File: src/mcr_pkg.sv
// shared types and constants of the midpoint circle rasterizer
package mcr_pkg;

    // coordinate width of the stepping state and the center registers
    localparam int COORD_BITS = 11;
    // radius register width
    localparam int RADIUS_BITS = COORD_BITS - 1;
    // width of the decision term and of the pixel coordinates
    localparam int OUT_BITS = COORD_BITS + 2;

    // eight symmetric pixels per step
    localparam int PIXELS_PER_STEP = 8;
    localparam int IDX_BITS = $clog2(PIXELS_PER_STEP);
    localparam logic [IDX_BITS-1:0] LAST_IDX = IDX_BITS'(PIXELS_PER_STEP - 1);

    // command queue between front and back
    localparam int QUEUE_DEPTH = 2;
    localparam int QPTR_BITS = $clog2(QUEUE_DEPTH);
    localparam int QCNT_BITS = $clog2(QUEUE_DEPTH + 1);

    // configuration port
    localparam int CFG_IDX_BITS = 2;
    localparam int CFG_DATA_BITS = COORD_BITS;
    localparam logic [CFG_IDX_BITS-1:0] CFG_CENTER_X = 2'd0;
    localparam logic [CFG_IDX_BITS-1:0] CFG_CENTER_Y = 2'd1;
    localparam logic [CFG_IDX_BITS-1:0] CFG_RADIUS   = 2'd2;

    // register reset values
    localparam logic [COORD_BITS-1:0]  CENTER_X_RST = COORD_BITS'(100);
    localparam logic [COORD_BITS-1:0]  CENTER_Y_RST = COORD_BITS'(100);
    localparam logic [RADIUS_BITS-1:0] RADIUS_RST   = RADIUS_BITS'(50);

    // configuration seen by the front
    typedef struct packed {
        logic [COORD_BITS-1:0]  center_x;
        logic [COORD_BITS-1:0]  center_y;
        logic [RADIUS_BITS-1:0] radius;
    } cfg_t;

    // one step command: either the done result or eight pixels of (x, y)
    typedef struct packed {
        logic                  done;
        logic [COORD_BITS-1:0] x;
        logic [COORD_BITS-1:0] y;
        logic [COORD_BITS-1:0] center_x;
        logic [COORD_BITS-1:0] center_y;
    } cmd_t;

    // queue status toward its neighbors
    typedef struct packed {
        logic full;
        logic not_empty;
    } q_stat_t;

endpackage

File: src/midpoint_circle_rasterizer_unit.sv
// top level of the midpoint circle rasterizer: configuration, front, queue and back
// an advance command goes through the queue and the back's command register before
// its first result is registered onto m_valid; while m_ready holds the back gives one
// result per cycle: eight pixels per pixel step, one done result per done tick, and
// no result for a restart tick; one pixel a cycle per step sets the sustained rate
// reset (aresetn low, synchronous) clears the state and loads the register defaults
module midpoint_circle_rasterizer_unit
    import mcr_pkg::*;
(
    input  logic                       aclk,
    input  logic                       aresetn,
    input  logic                       cfg_valid,
    output logic                       cfg_ready,
    input  logic [CFG_IDX_BITS-1:0]    cfg_index,
    input  logic [CFG_DATA_BITS-1:0]   cfg_data,
    input  logic                       s_valid,
    output logic                       s_ready,
    input  logic                       s_restart,
    output logic                       m_valid,
    input  logic                       m_ready,
    output logic signed [OUT_BITS-1:0] m_pixel_x,
    output logic signed [OUT_BITS-1:0] m_pixel_y,
    output logic                       m_pixel_valid,
    output logic                       m_last_of_step,
    output logic                       m_circle_done
);

    logic [COORD_BITS-1:0]  center_x_reg;
    logic [COORD_BITS-1:0]  center_y_reg;
    logic [RADIUS_BITS-1:0] radius_reg;
    cfg_t                   cfg;
    q_stat_t                q_stat;
    logic                   push;
    logic                   pop;
    cmd_t                   push_data;
    cmd_t                   pop_data;

    // configuration registers
    assign cfg_ready = 1'b1;

    always_ff @(posedge aclk) begin
        if (!aresetn) begin
            center_x_reg <= CENTER_X_RST;
            center_y_reg <= CENTER_Y_RST;
            radius_reg   <= RADIUS_RST;
        end else if (cfg_valid && cfg_ready) begin
            case (cfg_index)
                CFG_CENTER_X: center_x_reg <= cfg_data;
                CFG_CENTER_Y: center_y_reg <= cfg_data;
                CFG_RADIUS:   radius_reg   <= cfg_data[RADIUS_BITS-1:0];
                default: ;
            endcase
        end
    end

    assign cfg.center_x = center_x_reg;
    assign cfg.center_y = center_y_reg;
    assign cfg.radius   = radius_reg;

    mcr_front u_front (
        .aclk      (aclk),
        .aresetn   (aresetn),
        .cfg       (cfg),
        .s_valid   (s_valid),
        .s_ready   (s_ready),
        .s_restart (s_restart),
        .q_stat    (q_stat),
        .push      (push),
        .push_data (push_data)
    );

    mcr_queue u_queue (
        .aclk      (aclk),
        .aresetn   (aresetn),
        .push      (push),
        .push_data (push_data),
        .pop       (pop),
        .pop_data  (pop_data),
        .stat      (q_stat)
    );

    mcr_back u_back (
        .aclk           (aclk),
        .aresetn        (aresetn),
        .q_stat         (q_stat),
        .pop_data       (pop_data),
        .pop            (pop),
        .m_valid        (m_valid),
        .m_ready        (m_ready),
        .m_pixel_x      (m_pixel_x),
        .m_pixel_y      (m_pixel_y),
        .m_pixel_valid  (m_pixel_valid),
        .m_last_of_step (m_last_of_step),
        .m_circle_done  (m_circle_done)
    );

    // a done result is a lone, pixel-free end of its tick
    a_done_shape: assert property (@(posedge aclk) disable iff (!aresetn)
        m_valid && m_circle_done |-> m_last_of_step && !m_pixel_valid)
        else $error("done result with pixel or without last marker");

    // the queue is never written while full
    a_no_overflow: assert property (@(posedge aclk) disable iff (!aresetn)
        push |-> !q_stat.full)
        else $error("command queue overflow");

    // a restart tick never issues a command
    a_restart_silent: assert property (@(posedge aclk) disable iff (!aresetn)
        s_valid && s_ready && s_restart |-> !push)
        else $error("restart tick issued a command");

    // pixels of one step follow without a gap
    a_step_no_gap: assert property (@(posedge aclk) disable iff (!aresetn)
        m_valid && m_ready && m_pixel_valid && !m_last_of_step
        |=> m_valid && m_pixel_valid)
        else $error("gap inside a pixel step");

endmodule

File: src/mcr_queue.sv
// small command queue between the step front and the pixel back
module mcr_queue
    import mcr_pkg::*;
(
    input  logic    aclk,
    input  logic    aresetn,
    input  logic    push,
    input  cmd_t    push_data,
    input  logic    pop,
    output cmd_t    pop_data,
    output q_stat_t stat
);

    cmd_t                 mem_reg [QUEUE_DEPTH];
    logic [QPTR_BITS-1:0] wr_ptr_reg, wr_ptr_next;
    logic [QPTR_BITS-1:0] rd_ptr_reg, rd_ptr_next;
    logic [QCNT_BITS-1:0] count_reg, count_next;

    // pointer and count update
    always_comb begin
        wr_ptr_next = wr_ptr_reg;
        rd_ptr_next = rd_ptr_reg;
        count_next  = count_reg;
        if (push) begin
            wr_ptr_next = (wr_ptr_reg == QPTR_BITS'(QUEUE_DEPTH - 1)) ?
                          '0 : wr_ptr_reg + 1'b1;
        end
        if (pop) begin
            rd_ptr_next = (rd_ptr_reg == QPTR_BITS'(QUEUE_DEPTH - 1)) ?
                          '0 : rd_ptr_reg + 1'b1;
        end
        if (push && !pop) begin
            count_next = count_reg + 1'b1;
        end else if (pop && !push) begin
            count_next = count_reg - 1'b1;
        end
    end

    always_ff @(posedge aclk) begin
        if (!aresetn) begin
            wr_ptr_reg <= '0;
            rd_ptr_reg <= '0;
            count_reg  <= '0;
        end else begin
            wr_ptr_reg <= wr_ptr_next;
            rd_ptr_reg <= rd_ptr_next;
            count_reg  <= count_next;
        end
    end

    // entry storage
    always_ff @(posedge aclk) begin
        if (push) begin
            mem_reg[wr_ptr_reg] <= push_data;
        end
    end

    assign pop_data       = mem_reg[rd_ptr_reg];
    assign stat.full      = (count_reg == QCNT_BITS'(QUEUE_DEPTH));
    assign stat.not_empty = (count_reg != '0);

endmodule

File: src/mcr_front.sv
// step front: takes ticks, keeps the midpoint state, issues step commands
module mcr_front
    import mcr_pkg::*;
(
    input  logic    aclk,
    input  logic    aresetn,
    input  cfg_t    cfg,
    input  logic    s_valid,
    output logic    s_ready,
    input  logic    s_restart,
    input  q_stat_t q_stat,
    output logic    push,
    output cmd_t    push_data
);

    logic [COORD_BITS-1:0] step_x_reg, step_x_next;
    logic [COORD_BITS-1:0] step_y_reg, step_y_next;
    logic [OUT_BITS-1:0]   decision_reg, decision_next;
    logic                  active_reg, active_next;

    logic                  accept;
    logic                  finished;
    logic [OUT_BITS-1:0]   x_inc;
    logic [OUT_BITS-1:0]   y_dec;
    logic [OUT_BITS-1:0]   dec_step;

    assign s_ready  = !q_stat.full;
    assign accept   = s_valid && s_ready;
    assign finished = !active_reg || (step_x_reg >= step_y_reg);

    // command for an advance tick
    always_comb begin
        push_data.done     = finished;
        push_data.x        = step_x_reg;
        push_data.y        = step_y_reg;
        push_data.center_x = cfg.center_x;
        push_data.center_y = cfg.center_y;
        push               = accept && !s_restart;
    end

    // midpoint decision update
    always_comb begin
        x_inc = OUT_BITS'(step_x_reg) + 1'b1;
        y_dec = OUT_BITS'(step_y_reg);
        if (decision_reg[OUT_BITS-1]) begin
            dec_step = decision_reg + {x_inc[OUT_BITS-2:0], 1'b1};
        end else begin
            y_dec    = OUT_BITS'(step_y_reg) - 1'b1;
            dec_step = decision_reg + {x_inc[OUT_BITS-2:0] - y_dec[OUT_BITS-2:0], 1'b1};
        end
    end

    // state next values
    always_comb begin
        step_x_next   = step_x_reg;
        step_y_next   = step_y_reg;
        decision_next = decision_reg;
        active_next   = active_reg;
        if (accept) begin
            if (s_restart) begin
                step_x_next   = '0;
                step_y_next   = COORD_BITS'(cfg.radius);
                decision_next = OUT_BITS'(1) - OUT_BITS'(cfg.radius);
                active_next   = 1'b1;
            end else if (!finished) begin
                step_x_next   = x_inc[COORD_BITS-1:0];
                step_y_next   = y_dec[COORD_BITS-1:0];
                decision_next = dec_step;
            end
        end
    end

    always_ff @(posedge aclk) begin
        if (!aresetn) begin
            step_x_reg   <= '0;
            step_y_reg   <= '0;
            decision_reg <= '0;
            active_reg   <= 1'b0;
        end else begin
            step_x_reg   <= step_x_next;
            step_y_reg   <= step_y_next;
            decision_reg <= decision_next;
            active_reg   <= active_next;
        end
    end

endmodule

File: src/mcr_back.sv
// pixel back: expands step commands into eight symmetric pixels or a done result
module mcr_back
    import mcr_pkg::*;
(
    input  logic                       aclk,
    input  logic                       aresetn,
    input  q_stat_t                    q_stat,
    input  cmd_t                       pop_data,
    output logic                       pop,
    output logic                       m_valid,
    input  logic                       m_ready,
    output logic signed [OUT_BITS-1:0] m_pixel_x,
    output logic signed [OUT_BITS-1:0] m_pixel_y,
    output logic                       m_pixel_valid,
    output logic                       m_last_of_step,
    output logic                       m_circle_done
);

    cmd_t                cmd_reg, cmd_next;
    logic                busy_reg, busy_next;
    logic [IDX_BITS-1:0] idx_reg, idx_next;
    logic                m_valid_reg, m_valid_next;
    logic [OUT_BITS-1:0] px_reg, px_next;
    logic [OUT_BITS-1:0] py_reg, py_next;
    logic                pv_reg, pv_next;
    logic                last_reg, last_next;
    logic                done_reg, done_next;

    logic                out_free;
    logic                emit;
    logic                is_last;
    logic [OUT_BITS-1:0] off_a;
    logic [OUT_BITS-1:0] off_b;
    logic [OUT_BITS-1:0] cx_ext;
    logic [OUT_BITS-1:0] cy_ext;

    assign out_free = !m_valid_reg || m_ready;
    assign emit     = busy_reg && out_free;
    assign is_last  = cmd_reg.done || (idx_reg == LAST_IDX);
    assign pop      = q_stat.not_empty && (!busy_reg || (emit && is_last));

    // symmetric pixel of the current index: bit 2 swaps, bit 0 and 1 negate
    always_comb begin
        cx_ext = OUT_BITS'(cmd_reg.center_x);
        cy_ext = OUT_BITS'(cmd_reg.center_y);
        off_a  = idx_reg[2] ? OUT_BITS'(cmd_reg.y) : OUT_BITS'(cmd_reg.x);
        off_b  = idx_reg[2] ? OUT_BITS'(cmd_reg.x) : OUT_BITS'(cmd_reg.y);
        px_next = idx_reg[0] ? cx_ext - off_a : cx_ext + off_a;
        py_next = idx_reg[1] ? cy_ext - off_b : cy_ext + off_b;
        pv_next   = 1'b1;
        last_next = is_last;
        done_next = 1'b0;
        if (cmd_reg.done) begin
            px_next = '0;
            py_next = '0;
            pv_next = 1'b0;
            done_next = 1'b1;
        end
    end

    // command sequencing
    always_comb begin
        cmd_next  = cmd_reg;
        busy_next = busy_reg;
        idx_next  = idx_reg;
        if (pop) begin
            cmd_next  = pop_data;
            busy_next = 1'b1;
            idx_next  = '0;
        end else if (emit) begin
            busy_next = !is_last;
            idx_next  = idx_reg + 1'b1;
        end
        m_valid_next = emit ? 1'b1 : (m_ready ? 1'b0 : m_valid_reg);
    end

    always_ff @(posedge aclk) begin
        if (!aresetn) begin
            busy_reg    <= 1'b0;
            idx_reg     <= '0;
            m_valid_reg <= 1'b0;
        end else begin
            busy_reg    <= busy_next;
            idx_reg     <= idx_next;
            m_valid_reg <= m_valid_next;
        end
    end

    // payload registers
    always_ff @(posedge aclk) begin
        cmd_reg <= cmd_next;
        if (emit) begin
            px_reg   <= px_next;
            py_reg   <= py_next;
            pv_reg   <= pv_next;
            last_reg <= last_next;
            done_reg <= done_next;
        end
    end

    assign m_valid        = m_valid_reg;
    assign m_pixel_x      = px_reg;
    assign m_pixel_y      = py_reg;
    assign m_pixel_valid  = pv_reg;
    assign m_last_of_step = last_reg;
    assign m_circle_done  = done_reg;

endmodule

File: config.mk
export PLATFORM = sky130hd
export DESIGN_NAME = midpoint_circle_rasterizer_unit
export DESIGN_NICKNAME = d
export VERILOG_FILES = /design/src/mcr_pkg.sv /design/src/midpoint_circle_rasterizer_unit.sv /design/src/mcr_queue.sv /design/src/mcr_front.sv /design/src/mcr_back.sv
export SDC_FILE = /design/constraint.sdc
export NUM_CORES = 1
export LEC_CHECK = 0
export ABC_CLOCK_PERIOD_IN_PS = 5700
export BUFFER_PORTS_ARGS = -buffer_cell sky130_fd_sc_hd__buf_2
export CAP_MARGIN = 10
export CORE_ASPECT_RATIO = 0.75
export CORE_MARGIN = 2
export CORE_UTILIZATION = 62
export DETAILED_ROUTE_END_ITERATION = 10
export PLACE_DENSITY = 0.8
export SLEW_MARGIN = 20
export SYNTH_ARGS = -nofsm -noshare
export SYNTH_HDL_FRONTEND = slang
export SYNTH_SLANG_ARGS = --single-unit
File: constraint.sdc
create_clock -name aclk -period 5.7 [get_ports aclk]
set_clock_uncertainty 0.15 [all_clocks]
set_input_delay 1.14 -clock aclk [delete_from_list [all_inputs] [get_ports aclk]]
set_output_delay 1.14 -clock aclk [all_outputs]
set_load 0.01 [all_outputs]
After elaboration in Yosys (flattened, before gate mapping):

Memories as Yosys holds them, arrays and structs flattened. A register that Yosys moved wholly into a read port is not among the register bits.
Cells that the tools add are included.

* add/subtract/negate cells: 15
* magnitude comparators: 1
* eq/ne operators: 6
* mux-type cells: 24
* bitwise logic cells: 1
* reductions and logical operators: 31

Operators with widths (number)
* 2-to-1 mux 11 bit: 7
* 2-to-1 mux 13 bit: 5
* adder 11 x 13 -> 13 bit: 2
* adder 13 bit: 2
* subtractor 11 x 13 -> 13 bit: 2
* adder 11 x 1 -> 12 bit (second input constant): 1
* subtractor 11 x 1 -> 12 bit (second input constant): 1
* subtractor 12 bit: 1
* >= comparator 11 bit: 1
* subtractor 1 x 10 -> 11 bit (first input constant): 1
* 2-to-1 mux 1 bit: 10
* AND reduction 2 bit: 5
* logical NOT 1 bit: 8
* nonzero test 2 bit: 4
* logical AND 1 bit: 7
* equality test 2 bit (second input constant): 2
* logical OR 1 bit: 4
* 2-to-1 mux 2 bit: 2
* inequality test 2 bit (second input constant): 2
* adder 3 x 1 -> 3 bit (second input constant): 1
* equality test 3 bit (second input constant): 1
* AND reduction 3 bit: 1
* adder 1 bit (second input constant): 2
* adder 2 x 1 -> 2 bit (second input constant): 1
* 5 further kinds: 5

* flip-flop bits (word level): 106
* RAM bits: 90
* input port bits: 19
* output and inout bits: 32
* logic and storage cells: 97
* memories: 1

Memory list
* u_queue.mem_reg: depth 2, width 45, rd ports 1, clocked after memory_dff 1, write ports 1, line mcr_queue.sv:14 `cmd_t mem_reg [QUEUE_DEPTH];`

Longest topological paths before layout:

Gate-level depths: netlist (run 1).

* depth after elaboration: 9
* mapped depth: 20
* gate-level depth less buffers: 20

Modules after synthesis:

From an unflattened synthesis (run 1), not the netlist that was laid out.

* cells, all modules: 1215
* area total of the unflattened synthesis: 13271.5 um2

Modules (own cells, without submodules)
* mcr_back: instances 1, cells each 443, area each 4888.4 um2, seq. area each 2322.2 um2
* mcr_front: instances 1, cells each 481, area each 3607.2 um2, seq. area each 720.7 um2
* mcr_queue: instances 1, cells each 162, area each 3480.8 um2, seq. area each 2802.7 um2
* midpoint_circle_rasterizer_unit: instances 1, cells each 129, area each 1295.0 um2, seq. area each 640.6 um2

Least setup slack after synthesis (run 1):

OpenSTA, ideal clock, no wires.

* kind: input-to-reg
* start point: input port s_restart
* end point: memory u_queue.mem_reg[0][0] (netlist bit) (enable)
* library setup time: 0.505 ns
* arrival: 4.726 ns
* required time: 5.045 ns
* slack: 0.318 ns
* stages on the path: 3
* path buffers: 2
* path through: clkbuf_1 buf_1 nor3_1

* longest elaborated chain between the ends: 4

RTL lines
* from (decl): line midpoint_circle_rasterizer_unit.sv:18 `input logic s_restart,`
* logical NOT 1 bit: line mcr_front.sv:38 `push = accept && !s_restart;`
* logical AND 1 bit: line mcr_front.sv:38
* 2-to-1 mux 1 bit: line mcr_queue.sv:53 `if (push) begin`
* 2-to-1 mux 1 bit (not written as such): line mcr_queue.sv:54 `mem_reg[wr_ptr_reg] <= push_data;`
* to (decl): line mcr_queue.sv:14

Every way passes these cells.

Final worst setup path (run 1):

* start point: register u_front.step_x_reg[0]
* end point: register u_front.decision_reg[12]

* longest elaborated chain between the ends: 6
* elaborated cells on any way between the ends: 11
* classes of those cells: 4 x add/sub; 1 x order compare; 1 x eq/ne; 3 x mux; 2 x reduce/logical

RTL lines
* from (decl): line mcr_front.sv:16 `logic [COORD_BITS-1:0] step_x_reg, step_x_next;`
* from (signal assigned): line mcr_front.sv:80 `step_x_reg <= step_x_next;`
* adder 11 x 1 -> 12 bit: line mcr_front.sv:43 `x_inc = OUT_BITS'(step_x_reg) + 1'b1;`
* subtractor 12 bit: line mcr_front.sv:49 `dec_step = decision_reg + {x_inc[OUT_BITS-2:0] - y_dec[OUT_BITS-2:0], 1'b1};`
* adder 13 bit: line mcr_front.sv:49
* 2-to-1 mux 13 bit: line mcr_front.sv:45 `if (decision_reg[OUT_BITS-1]) begin`
* 2-to-1 mux 13 bit: line mcr_front.sv:65 `end else if (!finished) begin`
* 2-to-1 mux 13 bit: line mcr_front.sv:60 `if (s_restart) begin`
* to (signal assigned): line mcr_front.sv:82 `decision_reg <= decision_next;`
* to (decl): line mcr_front.sv:18 `logic [OUT_BITS-1:0] decision_reg, decision_next;`

Several ways; a longest one is shown, not always the timed one. The select of a mux whose other input is x is not followed.
A chain may end at the register's enable or synchronous reset.

==> results of run 1 <==
==> through the flow <==
stage          utilization  hold WS, ns
2_1_floorplan            -        0.274
3_3_place_gp         0.656        0.289
3_5_place_dp         0.656        0.302
4_1_cts              0.692        0.311
5_1_grt              0.692        0.342
6_report             0.692        0.311
==> kinds of logic after synthesis <==
family / Yosys count / share of synthesized area
AND/OR/NAND/NOR: 356 / 0.131
AO/OA/AOI/OAI: 266 / 0.136
flip-flops: 241 / 0.502
buffers and inverters: 125 / 0.0377
adder cells (fa/ha/maj): 92 / 0.0929
multiplexers: 73 / 0.0614
XOR/XNOR: 57 / 0.0388
other: 1 / 0.000291
==> cell type report <==
type,count,area (um2)
inverter,74,278
clock inverter,14,109
timing repair buffer,57,305
sequential,241,6470
clock buffer,30,623
fill,1536,6260
tap,282,353
multi-input combinational,845,5930
==> placed cells by master, fill, tap and decap left out, drive strengths merged, types with 12 or more instances in the layout <==
cell type,count
a21boi,30
edfxtp,164
inv,75
xnor2,40
o21ai,61
a211oi,13
nand2,132
nand3,32
nor3,28
a31oi,12
o21a,13
mux2,48
ha,86
nor2,81
dfxtp,77
buf,57
a21oi,65
clkbuf,30
xor2,17
mux2i,25
nor2b,22
==> worst max-delay path, stage by stage (launching register included) <==
cell and delay (ns):
dfxtp_1 0.51, ha_1 0.29, nand3_1 0.14, nor2_1 0.23, nand2_1 0.11, xor2_1 0.30
inv_1 0.09, ha_1 0.33, o21a_1 0.11, o31a_1 0.13, a21oi_1 0.13, nor2_1 0.05
a21oi_1 0.18, ha_1 0.31, or2_2 0.31, a21oi_1 0.15, inv_1 0.07, a31oi_2 0.22
o211ai_1 0.14, a211o_1 0.28, a31oi_1 0.16
==> how the worst min path moves through the flow <==
stage                                    endpoint  slack [ns]               startpoint
after global routing        u_queue.mem_reg[0][9]        0.34          center_y_reg[9]
after global placement     u_queue.mem_reg[0][13]        0.29          center_x_reg[2]
after detailed placement    u_queue.mem_reg[0][9]        0.30          center_y_reg[9]
after CTS                 u_front.decision_reg[2]        0.31  u_front.decision_reg[2]
final                     u_front.decision_reg[2]        0.31  u_front.decision_reg[2]
after floorplan            u_queue.mem_reg[0][30]        0.27    u_front.step_y_reg[8]
==> where the power goes <==
| part | leakage, uW | switching, uW | internal (uW) |
|---|---|---|---|
| Combinational | 0.00289 | 1740 | 1240 |
| Sequential | 0.00217 | 238 | 2320 |
| Clock | 0.000359 | 658 | 827 |
==> per-layer routing <==
metal	vias to the layer above	share of wire	GRT usage
met4	0	0.025	0.0774
li1	4437	-	-
met1	4354	0.48	0.387
met3	50	0.067	0.0366
met2	357	0.43	0.378
met5	-	0	0
==> key figures, run 1 <==
Routing
  – Number of remaining DRC errors: 0
  – Post-route ant nets: 0
  – Vias/cell: slightly below 6
  – Routed wire length: roughly 27 mm
  – Vias: around 9200
  – Routed WL per cell: between 15 and 20 um
  – 1st-pass router iterations: 5
  – Number of DRC markers in iteration 0: around 830

Timing
  – Fin. Hold Viols: 0
  – Minimum clock period: 4.48 ns
  – Setup TNS: 0 ns
  – Worst-Margin Slew: roughly 1.1 ns
  – Fin crit share: 0.786
  – Final Max Slew Viols: 0
  – Final Worst Setup Slack: 1.22 ns
  – Final setup fails: 0
  – Fmax achieved: 0.223 GHz
  – Max-slew headroom: 0.263
  – RSZ-0062 raised after global routing: false

GRT
  – First-pass GRT wire length: 44.1 mm
  – Initial antenna violation count: 0
  – Largest net degree at the start of global routing: 63
  – GRT overflow: 0
  – Vias in the first global route: 8598
  – GR Util All Layers: 0.254

Layout
  – Max reg flops: 90
  – Layout area overhead: 9.28%
  – Final cell count without fillers: 1543
  – Nets: 1354
  – Layout cells sized above 1: 0.123
  – Final instance area: ~14000 um2
  – Antenna cells: 0

Clock network
  – # hold bufs at CTS: 0
  – Post-CTS setup buffer count: 0
  – CTS H-tree lvls: 1
  – Clock root buffer: clkbuf_16
  – Max clock buf depth: 3
  – Clk Latency, worst-skew pair: 0.52 ns
  – CTS buffer count: 24
  – Worst-path clk slew: 0.07 ns
  – Cts repair resizes: 0
  – CTS tree: done
  – Clock Sinks: 241

Logic synthesis
  – Top cell type's share of synthesized area: 0.383
  – Fraction of registers with async set or reset after synthesis: 0
  – Mapped Area: 12900 um2
  – Syn nets: about 1300
  – Mapped Cells: 1211
  – Post-synth top cells: edfxtp_1, nand2_1, ha_1
  – Post-synth top area cell: edfxtp_1
  – Main area contributors after synthesis: edfxtp_1, dfxtp_1, ha_1
  – Number of enable flip-flop cells after synthesis: 164
  – Prevailing post-synth register cell: edfxtp_1
  – Synthesis warning total: 0
  – Synth unique cells: 71
  – Most frequent cell after synthesis: edfxtp_1
  – Syn avg cell area: 10.6 um2
  – Synth Register Bits: about 240
  – Sequential element share of the synthesized area: 0.502

Min path
  – Hold-critical path depth: 2
  – Hold Crit Class: reg2reg

Status
  – Status: completed

Worst setup path
  – Crit. Startpoint: u_front.step_x_reg[0]
  – Critical Path RT: 6.00 ns
  – Crit path to: u_front.decision_reg[12]
  – Worst R2R Start: u_front.step_x_reg[0]
  – WS Path Type: reg2reg
  – Worst path arrival time: roughly 4.8 ns
  – Critical Path Sink Type: flop
  – CP startpoint kind: flop
  – R2R setup slack: between 1 and 1.5 ns
  – Worst reg2reg endpoint: u_front.decision_reg[12]
  – R2R cell count: 20
  – CP max FO: 10

Place
  – PortBufs: between 40 and 50
  – Inst Count DP: 1499
  – Placement Setup Slack: 1.34 ns
  – Final HPWL DP: 19.5 mm
  – GPL Wtd Cong: around 0.94
  – Post-DP Area: 13300 um2

Floorplanning
  – Die ar.: 21900 um2
  – Initial core utilization: 0.633
  – I/O Pins: 51
  – Area of the core: 20300 um2
  – Row Count: 45
  – Chip height: 129 um
  – Die width: 170 um

Power
  – Peak supply drop: about 0.27 mV
  – PwrDens: 499 nW/um2
  – Power, Total: 7020 uW
  – LEAKAGE: 0.00541 uW

Flow run
  – Max Cap Viol: 0
No activity file was read; power rests on OpenSTA's default activity.
==> run 2: changes to the inputs <==
--- a/config.mk
+++ b/config.mk
@@ -5,7 +5,7 @@
 export SDC_FILE = /design/constraint.sdc
 export NUM_CORES = 1
 export LEC_CHECK = 0
-export ABC_CLOCK_PERIOD_IN_PS = 5700
+export ABC_CLOCK_PERIOD_IN_PS = 4440
 export BUFFER_PORTS_ARGS = -buffer_cell sky130_fd_sc_hd__buf_2
 export CAP_MARGIN = 10
 export CORE_ASPECT_RATIO = 0.75
==> constraint.sdc (replaced) <==
create_clock -name aclk -period 4.44 [get_ports aclk]
set_clock_uncertainty 0.15 [all_clocks]
set_input_delay 0.888 -clock aclk [delete_from_list [all_inputs] [get_ports aclk]]
set_output_delay 0.888 -clock aclk [all_outputs]
set_load 0.01 [all_outputs]
==> run 2 against run 1 <==
- cell count is 0.39% higher
- worst hold slack lost 0.0086 ns
- first-iteration DRC count shrank 1.8%
- critical path depth fell by 1
- combinational power grew 29%
- critical path type unchanged
- largest cell class unchanged
==> key figures, run 2 (synthesis results as in run 1) <==
Layout
  – Antenna cells: 0 (unchanged)
  – Final instance area: 14200 um2 (+0.75%)
  – Most frequent cells in the layout: edfxtp_1, nand2_1, ha_1, nor2_1, dfxtp_1
  – Number of fill cells in the layout: 1472 (-4.2%)
  – Layout area overhead: 10.1%
  – Layout cells sized above 1: 0.136 (+0.0128)
  – Multi-input gate area in the final layout: 5970 um2 (+0.67%)
  – Max reg flops: 90 (unchanged)
  – Commonest non-fill, non-tap cell in the layout: edfxtp_1
  – Nets: 1361 (+0.52%)
  – Storage element area: 6470 um2 (about the same)
  – Final cell count without fillers: 1549 (+0.39%)

Min path
  – End of the worst hold path: u_queue.mem_reg[0][7]
  – Hold-critical path depth: 0 (-2)
  – Hold_sp: center_y_reg[7]
  – Hold Crit Class: reg2reg

Routing
  – Vias/cell: 5.93 (-0.50%)
  – Routed WL per cell: 17.9 um (+1.1%)
  – Post-route ant nets: 0 (unchanged)
  – 1st-pass router iterations: 9 (+4)
  – Number of DRC markers in iteration 0: 817 (-1.8%)
  – Number of remaining DRC errors: 0 (unchanged)
  – Routed wire length: 27.7 mm (+1.5%)
  – Vias: 9188 (-0.11%)

Worst setup path
  – Critical Path Sink Type: flop
  – CP startpoint kind: flop
  – WS Path Type: reg2reg
  – Worst path arrival time: 4.40 ns (-0.38 ns)
  – R2R cell count: 19 (-5.0%)
  – Worst R2R Start: u_front.step_x_reg[1]
  – R2R setup slack: 0.34 ns (-0.88 ns)
  – CP max FO: 7 (-3)
  – Worst reg2reg endpoint: u_front.decision_reg[12]
  – Critical Path RT: 4.74 ns (-1.26 ns)

Floorplanning
  – I/O Pins: 51 (unchanged)
  – Die ar.: 21900 um2 (unchanged)
  – Area of the core: 20300 um2 (unchanged)
  – Row Count: 45 (unchanged)
  – Die width: 170 um (unchanged)
  – Initial core utilization: 0.633 (unchanged)
  – Chip height: 129 um (unchanged)

Power
  – PwrDens: 637 nW/um2 (+28%)
  – LEAKAGE: 0.00544 uW (+0.54%)
  – Peak supply drop: 0.383 mV (+42%)
  – Power, Total: 9030 uW (+29%)

Clock network
  – CTS H-tree lvls: 1 (unchanged)
  – Clk Latency, worst-skew pair: 0.52 ns (about the same)
  – Max clock buf depth: 3 (unchanged)
  – Worst-path clk slew: 0.06 ns (about the same)
  – Post-CTS setup buffer count: 0 (unchanged)
  – Clock Sinks: 241 (unchanged)
  – Cts repair resizes: 0 (unchanged)
  – Clock root buffer: clkbuf_16
  – # hold bufs at CTS: 0 (unchanged)
  – CTS tree: done
  – CTS buffer count: 24 (unchanged)

Place
  – Post-DP Area: 13400 um2 (+0.44%)
  – Inst Count DP: 1506 (+0.47%)
  – GPL Wtd Cong: 0.935 (-0.37%)
  – PortBufs: 49 (unchanged)
  – Final HPWL DP: 20.0 mm (+2.6%)

Timing
  – Fin. Hold Viols: 0 (unchanged)
  – Min Hold Slack: 0.303 ns (-0.00856 ns)
  – Final Max Slew Viols: 0 (unchanged)
  – Minimum clock period: 4.10 ns (-0.377 ns)
  – Fin crit share: 0.924 (+0.138)
  – RSZ-0062 raised after global routing: false
  – Worst-Margin Slew: 1.08 ns (-0.0230 ns)
  – Fmax achieved: 0.244 GHz (+9.2%)
  – Setup TNS: 0 ns (unchanged)
  – Max-slew headroom: 0.279 (+0.0154)
  – Final setup fails: 0 (unchanged)

GRT
  – GR Util All Layers: 0.257 (+0.00321)
  – GRT overflow: 0 (unchanged)
  – First-pass GRT wire length: 44.3 mm (+0.61%)
  – Largest net degree at the start of global routing: 47 (-25%)
  – Initial antenna violation count: 0 (unchanged)
  – Vias in the first global route: 8420 (-2.1%)

Flow run
  – Max Cap Viol: 0 (unchanged)

Status
  – Status: completed
==> run 2: cell count changes in the layout (fill, tap and decap cells not counted), moves of 3 or more <==
cell and change:
dfxtp_2 +3, clkbuf_8 +4, clkinv_2 -4, dfxtp_1 -3, buf_4 +7
==> run 2: metal layers <==
| metal | vias to the layer above | share of wire | wire [um] | GRT usage |
|---|---|---|---|---|
| li1 | 4440 | - | - | - |
| met1 | 4390 | 0.48 | 13200 | 0.391 |
| met2 | 319 | 0.43 | 11800 | 0.381 |
| met3 | 39 | 0.078 | 2160 | 0.0514 |
| met4 | 0 | 0.017 | 477 | 0.0603 |
| met5 | - | 0 | 0 | 0 |
==> run 2: worst max-delay path, stage by stage (launching register included) <==
cell and delay, ns:
dfxtp_2 0.38, ha_2 0.23, nand3_1 0.13, nor2_2 0.20, nand2_1 0.09, xor2_1 0.21
inv_1 0.07, ha_1 0.26, nor3_1 0.23, nand4_1 0.23, a41oi_2 0.30, xnor2_1 0.14
nor2_1 0.05, a21oi_1 0.25, ha_1 0.32, nand2_1 0.10, nor2_1 0.05, a41oi_1 0.31
o211ai_1 0.13, a31oi_1 0.18
==> run 2: cell type report <==
cell class,count,share of cell area
flip-flops and latches,241,0.457
multi-input cells,845,0.421
clock buffers,34,0.0479
repair buffers,64,0.0252
well taps,282,0.0249
inverters,74,0.0196
clock inverters,9,0.00441
==> run 2: report_power, final <==
part           internal [uW]  total (uW)  leakage [uW]  switching, uW
Clock                   1070        1910      0.000356            840
Sequential              2970        3270       0.00217            297
Combinational           1610        3850       0.00292           2240
==> run 2: how the worst max path moves through the flow <==
| stage | from | end | slack, ns | depth (start not counted) |
|---|---|---|---|---|
| 2_1_floorplan | u_front.step_y_reg[0] | u_front.decision_reg[12] | 0.56 | 19 |
| 3_3_place_gp | u_front.step_y_reg[0] | u_front.decision_reg[12] | 0.28 | 19 |
| 3_5_place_dp | u_front.step_y_reg[0] | u_front.decision_reg[12] | 0.17 | 19 |
| 4_1_cts | u_front.step_y_reg[0] | u_front.decision_reg[12] | 0.15 | 19 |
| 5_1_grt | u_front.step_y_reg[0] | u_front.decision_reg[12] | 0.04 | 19 |
| 6_report | u_front.step_x_reg[1] | u_front.decision_reg[12] | 0.34 | 19 |
==> run 2: stage by stage <==
stage	util	setup slack, ns
after global placement	0.659	0.278
after detailed placement	0.659	0.173
final	0.697	0.337
after global routing	0.697	0.0358
after floorplan	-	0.558
after CTS	0.695	0.149
